$ cat config.mk
export PLATFORM = sky130hd
export DESIGN_NAME = iirlp_cell
export DESIGN_NICKNAME = d
export VERILOG_FILES = /design/src/rtl/core/assert_macros.svh /design/src/rtl/core/iirlp_pkg.sv /design/src/rtl/core/iirlp_cell.sv
export SDC_FILE = /design/constraint.sdc
export NUM_CORES = 1
export LEC_CHECK = 0
export ABC_AREA = 1
export BUFFER_PORTS_ARGS = -buffer_cell sky130_fd_sc_hd__buf_2
export CELL_PAD_IN_SITES_DETAIL_PLACEMENT = 1
export CELL_PAD_IN_SITES_GLOBAL_PLACEMENT = 1
export CORE_ASPECT_RATIO = 2
export CORE_MARGIN = 5
export CORE_UTILIZATION = 30
export CTS_CLUSTER_SIZE = 24
export DETAILED_ROUTE_END_ITERATION = 8
export PLACE_DENSITY = 0.71
export SLEW_MARGIN = 20
export SYNTH_ARGS = -nofsm -noshare
export SYNTH_HDL_FRONTEND = slang
export SYNTH_SLANG_ARGS = --single-unit
$ cat constraint.sdc
create_clock -name clk_i -period 0.8 [get_ports clk_i]
set_input_delay 0 -clock clk_i [delete_from_list [all_inputs] [get_ports clk_i]]
set_output_delay 0 -clock clk_i [all_outputs]
set_load 0.02 [all_outputs]
$ cat src/rtl/core/assert_macros.svh
// ----------------------------------------------------------------------------
// Assertion macros
// Shared concurrent assertion wrappers; NO_ASSERTIONS compiles them out.
// ----------------------------------------------------------------------------
`ifndef ASSERT_MACROS_SVH
`define ASSERT_MACROS_SVH

`ifndef NO_ASSERTIONS
`define ASSERT_CLK(lbl, clk, rstn, prop) \
  lbl: assert property (@(posedge clk) disable iff (!rstn) prop) \
    else $error("assertion failed");
`define ASSERT_NEVER(lbl, clk, rstn, cond) \
  lbl: assert property (@(posedge clk) disable iff (!rstn) !(cond)) \
    else $error("forbidden condition seen");
`else
`define ASSERT_CLK(lbl, clk, rstn, prop)
`define ASSERT_NEVER(lbl, clk, rstn, cond)
`endif

`endif

$ cat src/rtl/core/iirlp_pkg.sv
// ----------------------------------------------------------------------------
// iirlp_pkg
// Widths and fixed Q3.28 coefficients of the fifth-order low-pass filter.
// ----------------------------------------------------------------------------
package iirlp_pkg;

  localparam int ORDER     = 5;
  localparam int SAMPLE_W  = 16;
  localparam int COEF_FRAC = 28;
  localparam int HIST_FRAC = 8;
  localparam int HIST_W    = SAMPLE_W + HIST_FRAC;
  localparam int COEF_W    = 31;
  localparam int ACC_W     = 58;
  localparam int YW_W      = ACC_W - COEF_FRAC;

  localparam int OP_FILTER = 0;
  localparam int OP_CLEAR  = 1;

  typedef logic signed [COEF_W-1:0] coef_t;
  typedef logic signed [ACC_W-1:0]  acc_t;
  typedef logic signed [HIST_W-1:0] hist_t;
  typedef logic signed [SAMPLE_W-1:0] sample_t;

  // feed-forward b0..b5
  localparam coef_t COEF_B [ORDER+1] = '{
    31'sd1861116, 31'sd9305578, 31'sd18611157,
    31'sd18611157, 31'sd9305578, 31'sd1861116
  };

  // feedback a1..a5
  localparam coef_t COEF_A [ORDER] = '{
    -31'sd530402051, 31'sd540487550, -31'sd295981760,
    31'sd87944377, -31'sd10927870
  };

  typedef struct packed {
    logic en;
    logic clr;
  } cell_ctrl_t;

endpackage

$ cat src/rtl/core/iirlp_cell.sv
// ----------------------------------------------------------------------------
// iirlp_cell
// One transposed-form delay cell: when enabled, s <= b*x - a*y + s from the next cell, or zero on clear.
// ----------------------------------------------------------------------------
module iirlp_cell #(
  parameter iirlp_pkg::coef_t A = '0
) (
  input  logic                  clk_i,
  input  logic                  rst_ni,
  input  iirlp_pkg::cell_ctrl_t ctrl_i,
  input  iirlp_pkg::acc_t       bx_i,
  input  iirlp_pkg::hist_t      y_i,
  input  iirlp_pkg::acc_t       s_next_i,
  output iirlp_pkg::acc_t       s_o
);
  import iirlp_pkg::*;

  logic signed [COEF_W+HIST_W-1:0] ay;
  acc_t s_d, s_q;

  assign ay = A * y_i;

  always_comb begin
    s_d = s_q;
    if (ctrl_i.en) begin
      if (ctrl_i.clr) begin
        s_d = '0;
      end else begin
        s_d = bx_i - ACC_W'(ay) + s_next_i;
      end
    end
  end

  always_ff @(posedge clk_i or negedge rst_ni) begin
    if (!rst_ni) begin
      s_q <= '0;
    end else begin
      s_q <= s_d;
    end
  end

  assign s_o = s_q;
endmodule

==> results of run 1 <==
==> cell families after synthesis <==
family,count (synthesis),share of synthesized area (%)
AOI/OAI and AO/OA,100,7.07
xor gates and xnor gates,6,0.712
adders and majority gates,58,9.93
buffers and inverters,295,15.0
DFF,58,19.7
and+or+nand+nor,837,47.6
==> report_power, final <==
part	internal, mW	total, mW	switching [mW]
registers	3.32	3.68	0.367
logic	4.80	10.9	6.14
clock network	2.18	3.86	1.68
total	10.3	18.5	8.19
==> worst max-delay path: stages <==
cell     delay (ps)
buf_6           100
ha_4            300
nand2_4          70
buf_6           130
inv_2            50
nand2_1          80
nand2_2         130
inv_4            60
nand2_8          90
nand2_4          70
nand2_8         100
a21oi_2          60
o21ai_1         140
buf_4           190
nand2_4          50
==> per-stage QoR <==
step	util, %	setup slack [ps]	hold slack (ps)
after floorplan	-	-621	-296
after global placement	43.9	-1060	45.7
after detailed placement	43.9	-1080	40.7
after CTS	53.3	-492	-32.8
after global routing	58.3	-634	-26.0
final	58.3	-586	-25.0
==> cell usage after synthesis (4+ instances only) <==
| master | number |
|---|---|
| ha_1 | 57 |
| o31ai_1 | 5 |
| xnor2_1 | 4 |
| dfrtp_1 | 58 |
| o21ai_1 | 14 |
| nand4_1 | 9 |
| nor2_2 | 25 |
| inv_2 | 22 |
| nor2_1 | 79 |
| nand3_1 | 55 |
| clkbuf_1 | 7 |
| o21ai_0 | 24 |
| and2_1 | 4 |
| nor3_1 | 8 |
| nor2_4 | 4 |
| nand2_1 | 611 |
| nor3_2 | 8 |
| nand2_2 | 21 |
| inv_1 | 262 |
| a21oi_1 | 54 |
| nand3_2 | 8 |
==> area by class of cell <==
cell class	instances	area [µm²]	area share (%)
repair buffers	374	3210	22.6
flip-flops and latches	58	1460	10.2
well taps	332	415	2.92
multi-input cells	1001	7790	54.7
clock buffers	10	239	1.68
clock inverters	6	41.3	0.290
inverters	284	1080	7.59
==> worst paths after layout <==
| kind | start | endpoint | slack, ps | cells past startpoint |
|---|---|---|---|---|
| min reg2reg | s_o[52] | s_o[52] | 500 | 2 |
| min in group asynchronous | rst_ni | s_o[15] | 190 | 3 |
| max | s_next_i[5] | s_o[11] | -590 | 15 |
| max reg2reg | s_o[0] | s_o[0] | -70 | 2 |
| min | s_next_i[0] | s_o[0] | -30 | 3 |
| max in group asynchronous | rst_ni | s_o[28] | 250 | 3 |
==> per-layer routing <==
layer | part of all wire, % | GRT usage [%] | wire (µm) | vias to the layer above
met5 | 0 | 0 | 0 | -
met1 | 29 | 22.5 | 12200 | 4840
met4 | 12 | 25.1 | 4960 | 0
met3 | 2.8 | 2.73 | 1180 | 175
li1 | - | - | - | 4821
met2 | 56 | 56.7 | 23700 | 276
==> what timing repair did <==
action / CTS / global route
buffers inserted: 33 / 37
endpoints found under the setup margin: 113 / 114
resized for setup: 489 / 247
hold endpoints to repair: 61 / 1
pin swaps: 172 / 174
==> cells in the final DEF, fill, tap and decap left out, types with 3 or more instances in the layout <==
cell type	synthesis	final
buf_2	2	80
buf_12	0	5
and2_4	0	3
o21ai_2	0	4
nand4_1	9	9
inv_1	262	222
nand3_2	8	24
buf_4	0	145
nand2_4	0	97
dfrtp_1	58	54
nand3_4	0	17
nand2_2	21	152
nor3_4	0	12
dlygate4sd3_1	0	3
nor3_2	8	4
o21ai_1	14	32
nand2_8	0	8
a21oi_2	0	32
buf_6	0	139
inv_4	0	4
nor2_1	79	38
clkinvlp_4	0	3
nor2_4	4	50
a21oi_4	0	10
a21oi_1	54	12
inv_2	22	57
nor2_2	25	20
nand3_1	55	22
nand2_1	611	375
o31ai_1	5	5
dfrtp_2	0	4
ha_4	0	55
clkbuf_16	0	9
==> run_results.csv, run 1 <==
group,metric,value,unit
finish,antennaDiodeCount,0,
detailed_routing,drcViolationCount,0,
worst_setup_path,end_kind,"flip-flop",
detailed_routing,drt_wl_total,42100,µm
worst_setup_path,critPathLaunchType,"input port",
grt,grt_pass1_wl,59100,µm
power,p_leak,7.70,nW
synthesis,syn_inst,1354,
cts,cts_tree,"yes",
timing,max_slew_margin,54.7,%
timing,tightestPinTransition,679,ps
synthesis,yosysUniqueCellTypes,31,
detailed_routing,routed_via_density,4.90,
synthesis,yosys_warnings,0,
detailed_routing,postRouteAntennaNets,0,
run_status,violations,"hold timing, setup timing",
timing,skew,0,ps
hold_path,hp-class,"in -> reg",
cts,cts.clk_slew.worst_paths,60,ps
floorplan,start_util,30.2,%
timing,whs,-25.0,ps
timing,fin_tns_setup,-30190,ps
grt,grt_pass1_vias,11200,
finish,stdcell_area,0.0142,mm²
synthesis,synth_seq_cells,58,
floorplan,die_y,232,µm
synthesis,yosys-top-cells-area,"nand2_1 31%, dfrtp_1 20%, inv_1 13%",
worst_setup_path,cp.arrival,1630,ps
worst_setup_path,cp_max_fo,4,
synthesis,synth-edff-count,0,
placed_design,routabilityCongestion,0.991,
power,power_density,1300,mW/mm²
grt,grtUsageTotal,28.1,%
worst_setup_path,critPathKind,"in -> reg",
detailed_routing,num_vias,10100,
synthesis,ys.flop_type,"dfrtp_1",
synthesis,syn-cell-area,0.00738,mm²
floorplan,dieArea,0.0280,mm²
timing,max_freq,721,MHz
synthesis,async_reset_ff_share,100,%
cts,root_buffer,"clkbuf_16",
finish,instances_no_fill,2065,
power,power.total,18.5,mW
flow_run,cap_viol_max_count,0,
synthesis,seq_area_frac_synth,19.7,%
detailed_routing,wire_per_inst,20.4,µm
placed_design,dp.cells,1987,
placed_design,placed_area,0.0107,mm²
timing,rsz0062_at_grt,"yes",
synthesis,syn-num-nets,1556,
floorplan,die_w,121,µm
grt,grt-ovfl-total,0,
synthesis,synth.largest_area_cell,"nand2_1",
timing,fin_crit_sh,173,%
finish,largest_reg_flops,58,
timing,min_period,1390,ps
floorplan,placeableCoreArea,0.0244,mm²
timing,drv_slew,0,
cts,htreeDepth,3,
finish,num-fill-cells,3007,
finish,drive_gt1_share,54.9,%
power,ir_worst_vdd,985,µV
timing,hold_viol,1,
worst_setup_path,cp.required,1040,ps
cts,postCtsHoldBufs,3,
timing,finalSetupViolCount,115,
synthesis,synth_area_per_cell,5.45,µm²
cts,cts.sinks,58,
cts,clkLatencyLatePin,350,ps
floorplan,placementRows,81,
placed_design,port_buffers,177,
finish,area_growth,92.8,%
finish,finalNetCount,1930,
floorplan,io_pins,202,
timing,finalWorstSetupSlack,-586,ps
run_status,status,"finished, violations left",
grt,grt_max_degree,59,
detailed_routing,drt_pass1_iterations,4,
detailed_routing,drtIter0Drc,345,
synthesis,synth_top_area_share,31.1,%
cts,clockBufferDepth,2,
grt,antenna_found_initial,0,
cts,cts_made_buffers,9,
placed_design,post-dp-hpwl,31700,µm
Power figures use the tool's default switching activity.
==> run 2: changes to the inputs <==
--- a/config.mk
+++ b/config.mk
@@ -15,6 +15,7 @@
 export CTS_CLUSTER_SIZE = 24
 export DETAILED_ROUTE_END_ITERATION = 8
 export PLACE_DENSITY = 0.71
+export RECOVER_POWER = 50
 export SLEW_MARGIN = 20
 export SYNTH_ARGS = -nofsm -noshare
 export SYNTH_HDL_FRONTEND = slang
==> run_results.csv, run 2 (synthesis gave the netlist of run 1 again) <==
group,metric,value,unit
worst_setup_path,critPathLaunchType,"input port",
placed_design,post-dp-hpwl,31700,µm
worst_setup_path,timing.rr.end,"s_o[0]",
timing,tightestPinTransition,679,ps
floorplan,io_pins,202,
timing,fin_crit_sh,173,%
flow_run,cap_viol_max_count,0,
hold_path,min_from,"s_next_i[0]",
timing,min_period,1390,ps
hold_path,hp-class,"in -> reg",
finish,largest_reg_flops,58,
timing,hold_viol,1,
detailed_routing,drcViolationCount,0,
timing,rsz0062_at_grt,"yes",
finish,area_growth,92.7,%
worst_setup_path,cp_max_fo,4,
worst_setup_path,rrSetupSlack,-70,ps
grt,grt_pass1_wl,59100,µm
cts,cts.sinks,58,
worst_setup_path,r2r-start,"s_o[0]",
power,power_density,1300,mW/mm²
timing,max_freq,721,MHz
finish,antennaDiodeCount,0,
floorplan,die_w,121,µm
hold_path,hold_path_end,"s_o[0]",
detailed_routing,drt_wl_total,42100,µm
floorplan,die_y,232,µm
grt,grt_pass1_vias,11200,
power,p_leak,7.70,nW
hold_path,hold_depth,3,
detailed_routing,drtIter0Drc,345,
cts,clockBufferDepth,2,
timing,finalWorstSetupSlack,-586,ps
placed_design,dp_slack,-1080,ps
grt,grt-ovfl-total,0,
timing,max_slew_margin,54.7,%
placed_design,routabilityCongestion,0.991,
timing,fin_tns_setup,-30190,ps
cts,postCtsHoldBufs,3,
cts,cts.clk_slew.worst_paths,60,ps
finish,layout_common_cells,"375 x nand2_1, 222 x inv_1, 152 x nand2_2",
cts,root_buffer,"clkbuf_16",
placed_design,port_buffers,177,
floorplan,placementRows,81,
timing,finalSetupViolCount,115,
cts,clkLatencyLatePin,350,ps
finish,drive_gt1_share,54.9,%
worst_setup_path,end_kind,"flip-flop",
worst_setup_path,cp.arrival,1630,ps
floorplan,start_util,30.2,%
cts,htreeDepth,3,
cts,cts_tree,"yes",
detailed_routing,routed_via_density,4.90,
worst_setup_path,reg2reg_depth,2,
timing,drv_slew,0,
finish,final_common_cell,"nand2_1",
grt,grtUsageTotal,28.1,%
cts,cts_made_buffers,9,
power,ir_worst_vdd,986,µV
detailed_routing,num_vias,10100,
detailed_routing,postRouteAntennaNets,0,
finish,finalNetCount,1930,
detailed_routing,drt_pass1_iterations,4,
floorplan,dieArea,0.0280,mm²
grt,grt_max_degree,59,
finish,num-fill-cells,3007,
run_status,status,"finished, violations left",
worst_setup_path,critPathKind,"in -> reg",
detailed_routing,wire_per_inst,20.4,µm
grt,antenna_found_initial,0,
finish,multi_input_area,0.00779,mm²
timing,skew,0,ps
floorplan,placeableCoreArea,0.0244,mm²
worst_setup_path,cp.required,1040,ps
timing,whs,-25.2,ps
finish,seqCellArea,0.00146,mm²
run_status,violations,"hold timing, setup timing",
## run 2: cell count changes in the layout (fill, tap and decap cells not counted)
| cell | previous run | this run |
|---|---|---|
| buf_12 | 5 | 4 |
| buf_6 | 139 | 140 |
## run 2: layer usage
metal / vias to the layer above / global-route usage (%) / part of all wire, %
met2: 277 / 56.7 / 56
met1: 4839 / 22.5 / 29
met3: 175 / 2.73 / 2.9
li1: 4821 / - / -
met5: - / 0 / 0
met4: 0 / 25.1 / 12
## run 2: through the flow
step           utilization [%]  cell area, µm²  std cells  total power, mW  hold WS [ps]
4_1_cts                   53.3           13000       2034             17.2         -32.8
5_1_grt                   58.2           14200       2065             19.3         -26.0
3_3_place_gp              43.9           10700       1987             11.2          45.7
6_report                  58.2           14200       2065             18.5         -25.2
3_5_place_dp              43.9           10700       1987             11.3          40.7
2_1_floorplan                -            8400       1354             7.82          -296
## run 2: critical path, stage by stage
cell and delay (ps):
buf_6 100, ha_4 300, nand2_4 70, buf_6 130
inv_2 50, nand2_1 80, nand2_2 130, inv_4 60
nand2_8 90, nand2_4 70, nand2_8 100, a21oi_2 60
o21ai_1 140, buf_4 190, nand2_4 50
## run 2: worst max-delay path by stage
| stage | start | end | slack [ps] | cells after the start |
|---|---|---|---|---|
| floorplan | bx_i[0] | s_o[28] | -620 | 15 |
| global placement | s_next_i[21] | s_o[48] | -1060 | 13 |
| detailed placement | s_next_i[21] | s_o[32] | -1080 | 13 |
| CTS | s_next_i[0] | s_o[48] | -490 | 16 |
| global route | s_next_i[18] | s_o[38] | -630 | 14 |
| finish | s_next_i[5] | s_o[11] | -590 | 15 |
## run 2: report_power, final
| part | switching, mW | internal [mW] |
|---|---|---|
| Sequential | 0.367 | 3.32 |
| Combinational | 6.14 | 4.79 |
| Clock | 1.68 | 2.18 |
## run 2: cell type report
| class | instances | share of cell area, % |
|---|---|---|
| multi-input combinational | 1001 | 54.7 |
| inverter | 284 | 7.60 |
| clock inverter | 6 | 0.290 |
| clock buffer | 10 | 1.68 |
| sequential | 58 | 10.2 |
| timing repair buffer | 374 | 22.5 |
| tap | 332 | 2.92 |
## run 2: timing repair
action	in CTS	in global routing
pin swaps	172	174
endpoints found under the hold margin	61	1
setup endpoints to repair	113	114
setup buffers	33	37
gates resized for setup	489	247
==> run 3: changes to the inputs <==
--- a/config.mk
+++ b/config.mk
@@ -5,7 +5,6 @@
 export SDC_FILE = /design/constraint.sdc
 export NUM_CORES = 1
 export LEC_CHECK = 0
-export ABC_AREA = 1
 export BUFFER_PORTS_ARGS = -buffer_cell sky130_fd_sc_hd__buf_2
 export CELL_PAD_IN_SITES_DETAIL_PLACEMENT = 1
 export CELL_PAD_IN_SITES_GLOBAL_PLACEMENT = 1
@@ -14,7 +13,8 @@
 export CORE_UTILIZATION = 30
 export CTS_CLUSTER_SIZE = 24
 export DETAILED_ROUTE_END_ITERATION = 8
-export PLACE_DENSITY = 0.71
+export GPL_TIMING_DRIVEN = 0
+export PLACE_DENSITY = 0.69
 export RECOVER_POWER = 50
 export SLEW_MARGIN = 20
 export SYNTH_ARGS = -nofsm -noshare
==> run_results.csv, run 3 <==
group,metric,value,unit
placed_design,routabilityCongestion,0.921,
detailed_routing,drt_pass1_iterations,4,
cts,cts.sinks,58,
power,seqPwrFrac,23.8,%
cts,root_buffer,"clkbuf_16",
synthesis,seq_area_frac_synth,26.4,%
finish,antennaDiodeCount,0,
placed_design,post-dp-hpwl,18400,µm
power,combPwrFrac,50.0,%
finish,largest_reg_flops,58,
synthesis,async_reset_ff_share,100,%
floorplan,io_pins,202,
timing,finalWorstSetupSlack,-1730,ps
timing,whs,-57.3,ps
synthesis,yosysMostFrequentCell,"a21oi_1",
timing,skew,0,ps
synthesis,synth_seq_cells,58,
power,switching_share,36.8,%
grt,grt_pass1_wl,36400,µm
worst_setup_path,cp_max_fo,6,
timing,max_freq,395,MHz
floorplan,placementRows,70,
finish,instances_no_fill,1119,
run_status,violations,"hold timing, setup timing",
worst_setup_path,critPathLaunchType,"input port",
power,power_density,1680,mW/mm²
finish,layout_common_cells,"109 x buf_2, 98 x buf_6, 59 x buf_4",
synthesis,syn-cell-area,0.00550,mm²
cts,clockBufferDepth,2,
synthesis,ys.flop_type,"dfrtp_1",
detailed_routing,postRouteAntennaNets,0,
grt,grtUsageTotal,22.0,%
detailed_routing,num_vias,6145,
synthesis,syn_inst,631,
power,clockPowerShare,26.2,%
synthesis,synth.largest_area_cell,"dfrtp_1",
cts,cts_tree,"yes",
synthesis,synth-edff-count,0,
placed_design,port_buffers,176,
floorplan,start_util,30.2,%
placed_design,dp.cells,1024,
finish,finish.utilization,50.8,%
detailed_routing,drtIter0Drc,157,
grt,antenna_found_initial,0,
timing,rsz0062_at_grt,"yes",
hold_path,hp-class,"in -> reg",
finish,finalNetCount,1101,
run_status,status,"finished, violations left",
timing,hold_viol,6,
worst_setup_path,critPathKind,"in -> reg",
power,ir_worst_vdd,873,µV
worst_setup_path,cp.arrival,2750,ps
finish,area_growth,68.0,%
timing,drv_slew,0,
timing,max_slew_margin,58.3,%
finish,final_common_cell,"buf_2",
synthesis,synth_area_per_cell,8.72,µm²
floorplan,die_y,202,µm
cts,postCtsHoldBufs,2,
detailed_routing,drcViolationCount,0,
power,p_leak,4.17,nW
hold_path,hold_depth,2,
cts,cts.clk_slew.worst_paths,50,ps
grt,grt_pass1_vias,6865,
floorplan,die_w,106,µm
detailed_routing,drt_wl_total,23800,µm
flow_run,cap_viol_max_count,0,
timing,min_period,2530,ps
grt,grt-ovfl-total,0,
cts,cts_made_buffers,9,
worst_setup_path,cp.required,1020,ps
worst_setup_path,reg2reg_depth,2,
power,p_int,9.81,mW
synthesis,synth_top_area_share,26.4,%
synthesis,syn-num-nets,833,
timing,fin_crit_sh,316,%
floorplan,dieArea,0.0213,mm²
detailed_routing,wire_per_inst,21.3,µm
timing,tightestPinTransition,626,ps
synthesis,yosysUniqueCellTypes,70,
grt,grt_max_degree,38,
finish,drive_gt1_share,50.5,%
power,switchingPower,5.71,mW
cts,htreeDepth,3,
floorplan,placeableCoreArea,0.0182,mm²
timing,finalSetupViolCount,151,
synthesis,yosys_warnings,0,
synthesis,synth_common_cells,"66 x a21oi_1, 58 x dfrtp_1, 57 x ha_1",
cts,clkLatencyLatePin,340,ps
detailed_routing,routed_via_density,5.49,
worst_setup_path,end_kind,"flip-flop",
synthesis,yosys-top-cells-area,"dfrtp_1 26%, ha_1 13%, a22o_1 7.2%",
==> run 3: power by group through the flow <==
stage          registers (mW)  clock network, mW  logic (mW)
2_1_floorplan            4.14                  0        3.21
3_3_place_gp             3.65                  0        5.59
3_5_place_dp             3.65                  0        5.66
4_1_cts                  3.68               4.15        7.22
5_1_grt                  3.75               4.26        8.28
6_report                 3.70               4.07        7.76
==> run 3: routing by layer <==
metal  vias to the layer above  part of all wire (%)  GRT usage [%]
met4                         0                   5.5           13.7
met2                       170                    59           44.2
met5                         -                     0              0
met1                      3016                    33           19.8
li1                       2895                     -              -
met3                        64                   3.2           2.76
==> run 3: what timing repair did <==
item                       4_1_cts  5_1_grt
setup endpoints to repair      114      115
hold endpoints to repair        68        6
setup buffers                   57       26
gates resized for setup        224       61
pin swaps                       57       44
==> run 3: path summary, 6_finish.rpt <==
| check | start | to | slack, ps |
|---|---|---|---|
| min reg2reg | s_o[1] | s_o[1] | 530 |
| max in group asynchronous | rst_ni | s_o[57] | -60 |
| min in group asynchronous | rst_ni | s_o[46] | 210 |
| max reg2reg | s_o[11] | s_o[11] | -110 |
| max | bx_i[29] | s_o[56] | -1730 |
| min | ctrl_i[1] | s_o[56] | -60 |
==> run 3: stage by stage <==
step	worst slack (ps)	instance area, µm²	total power [mW]	TNS (ps)
floorplan	-1670	5970	7.35	-54970
global placement	-2310	7120	9.24	-109940
detailed placement	-2280	7140	9.31	-82360
CTS	-1790	8770	15.0	-62040
global route	-1860	9250	16.3	-79300
finish	-1730	9250	15.5	-67580
==> run 3: final cells by class <==
| cell class | instances | area [µm²] |
|---|---|---|
| plain buffers | 28 | 245 |
| clock buffers | 13 | 270 |
| clock inverters | 2 | 35.0 |
| fillers | 2081 | 8970 |
| inverters | 22 | 82.6 |
| multi-input cells | 520 | 4830 |
| flip-flops and latches | 58 | 1450 |
| well taps | 216 | 270 |
| repair buffers | 260 | 2060 |
==> run 3: logic make-up (layout without fill, tap and decap cells) <==
family          count (synthesis)  after routing  share of synthesized area [%]
compound gates                252            252                           32.8
simple gates                  159            159                           13.9
fa+ha+maj                      58             58                           13.3
flops                          58             58                           26.4
buf+inv                        53            325                           5.41
xor+xnor                       51             51                           8.12
==> run 3: critical path, cell delays in order <==
cell	delay [ps]
buf_2	120
ha_1	490
nand2_1	200
nor2_1	180
nand3_1	130
o211a_1	290
a2111oi_4	450
o211ai_4	180
a2111oi_4	470
o21a_1	170
o32ai_2	80
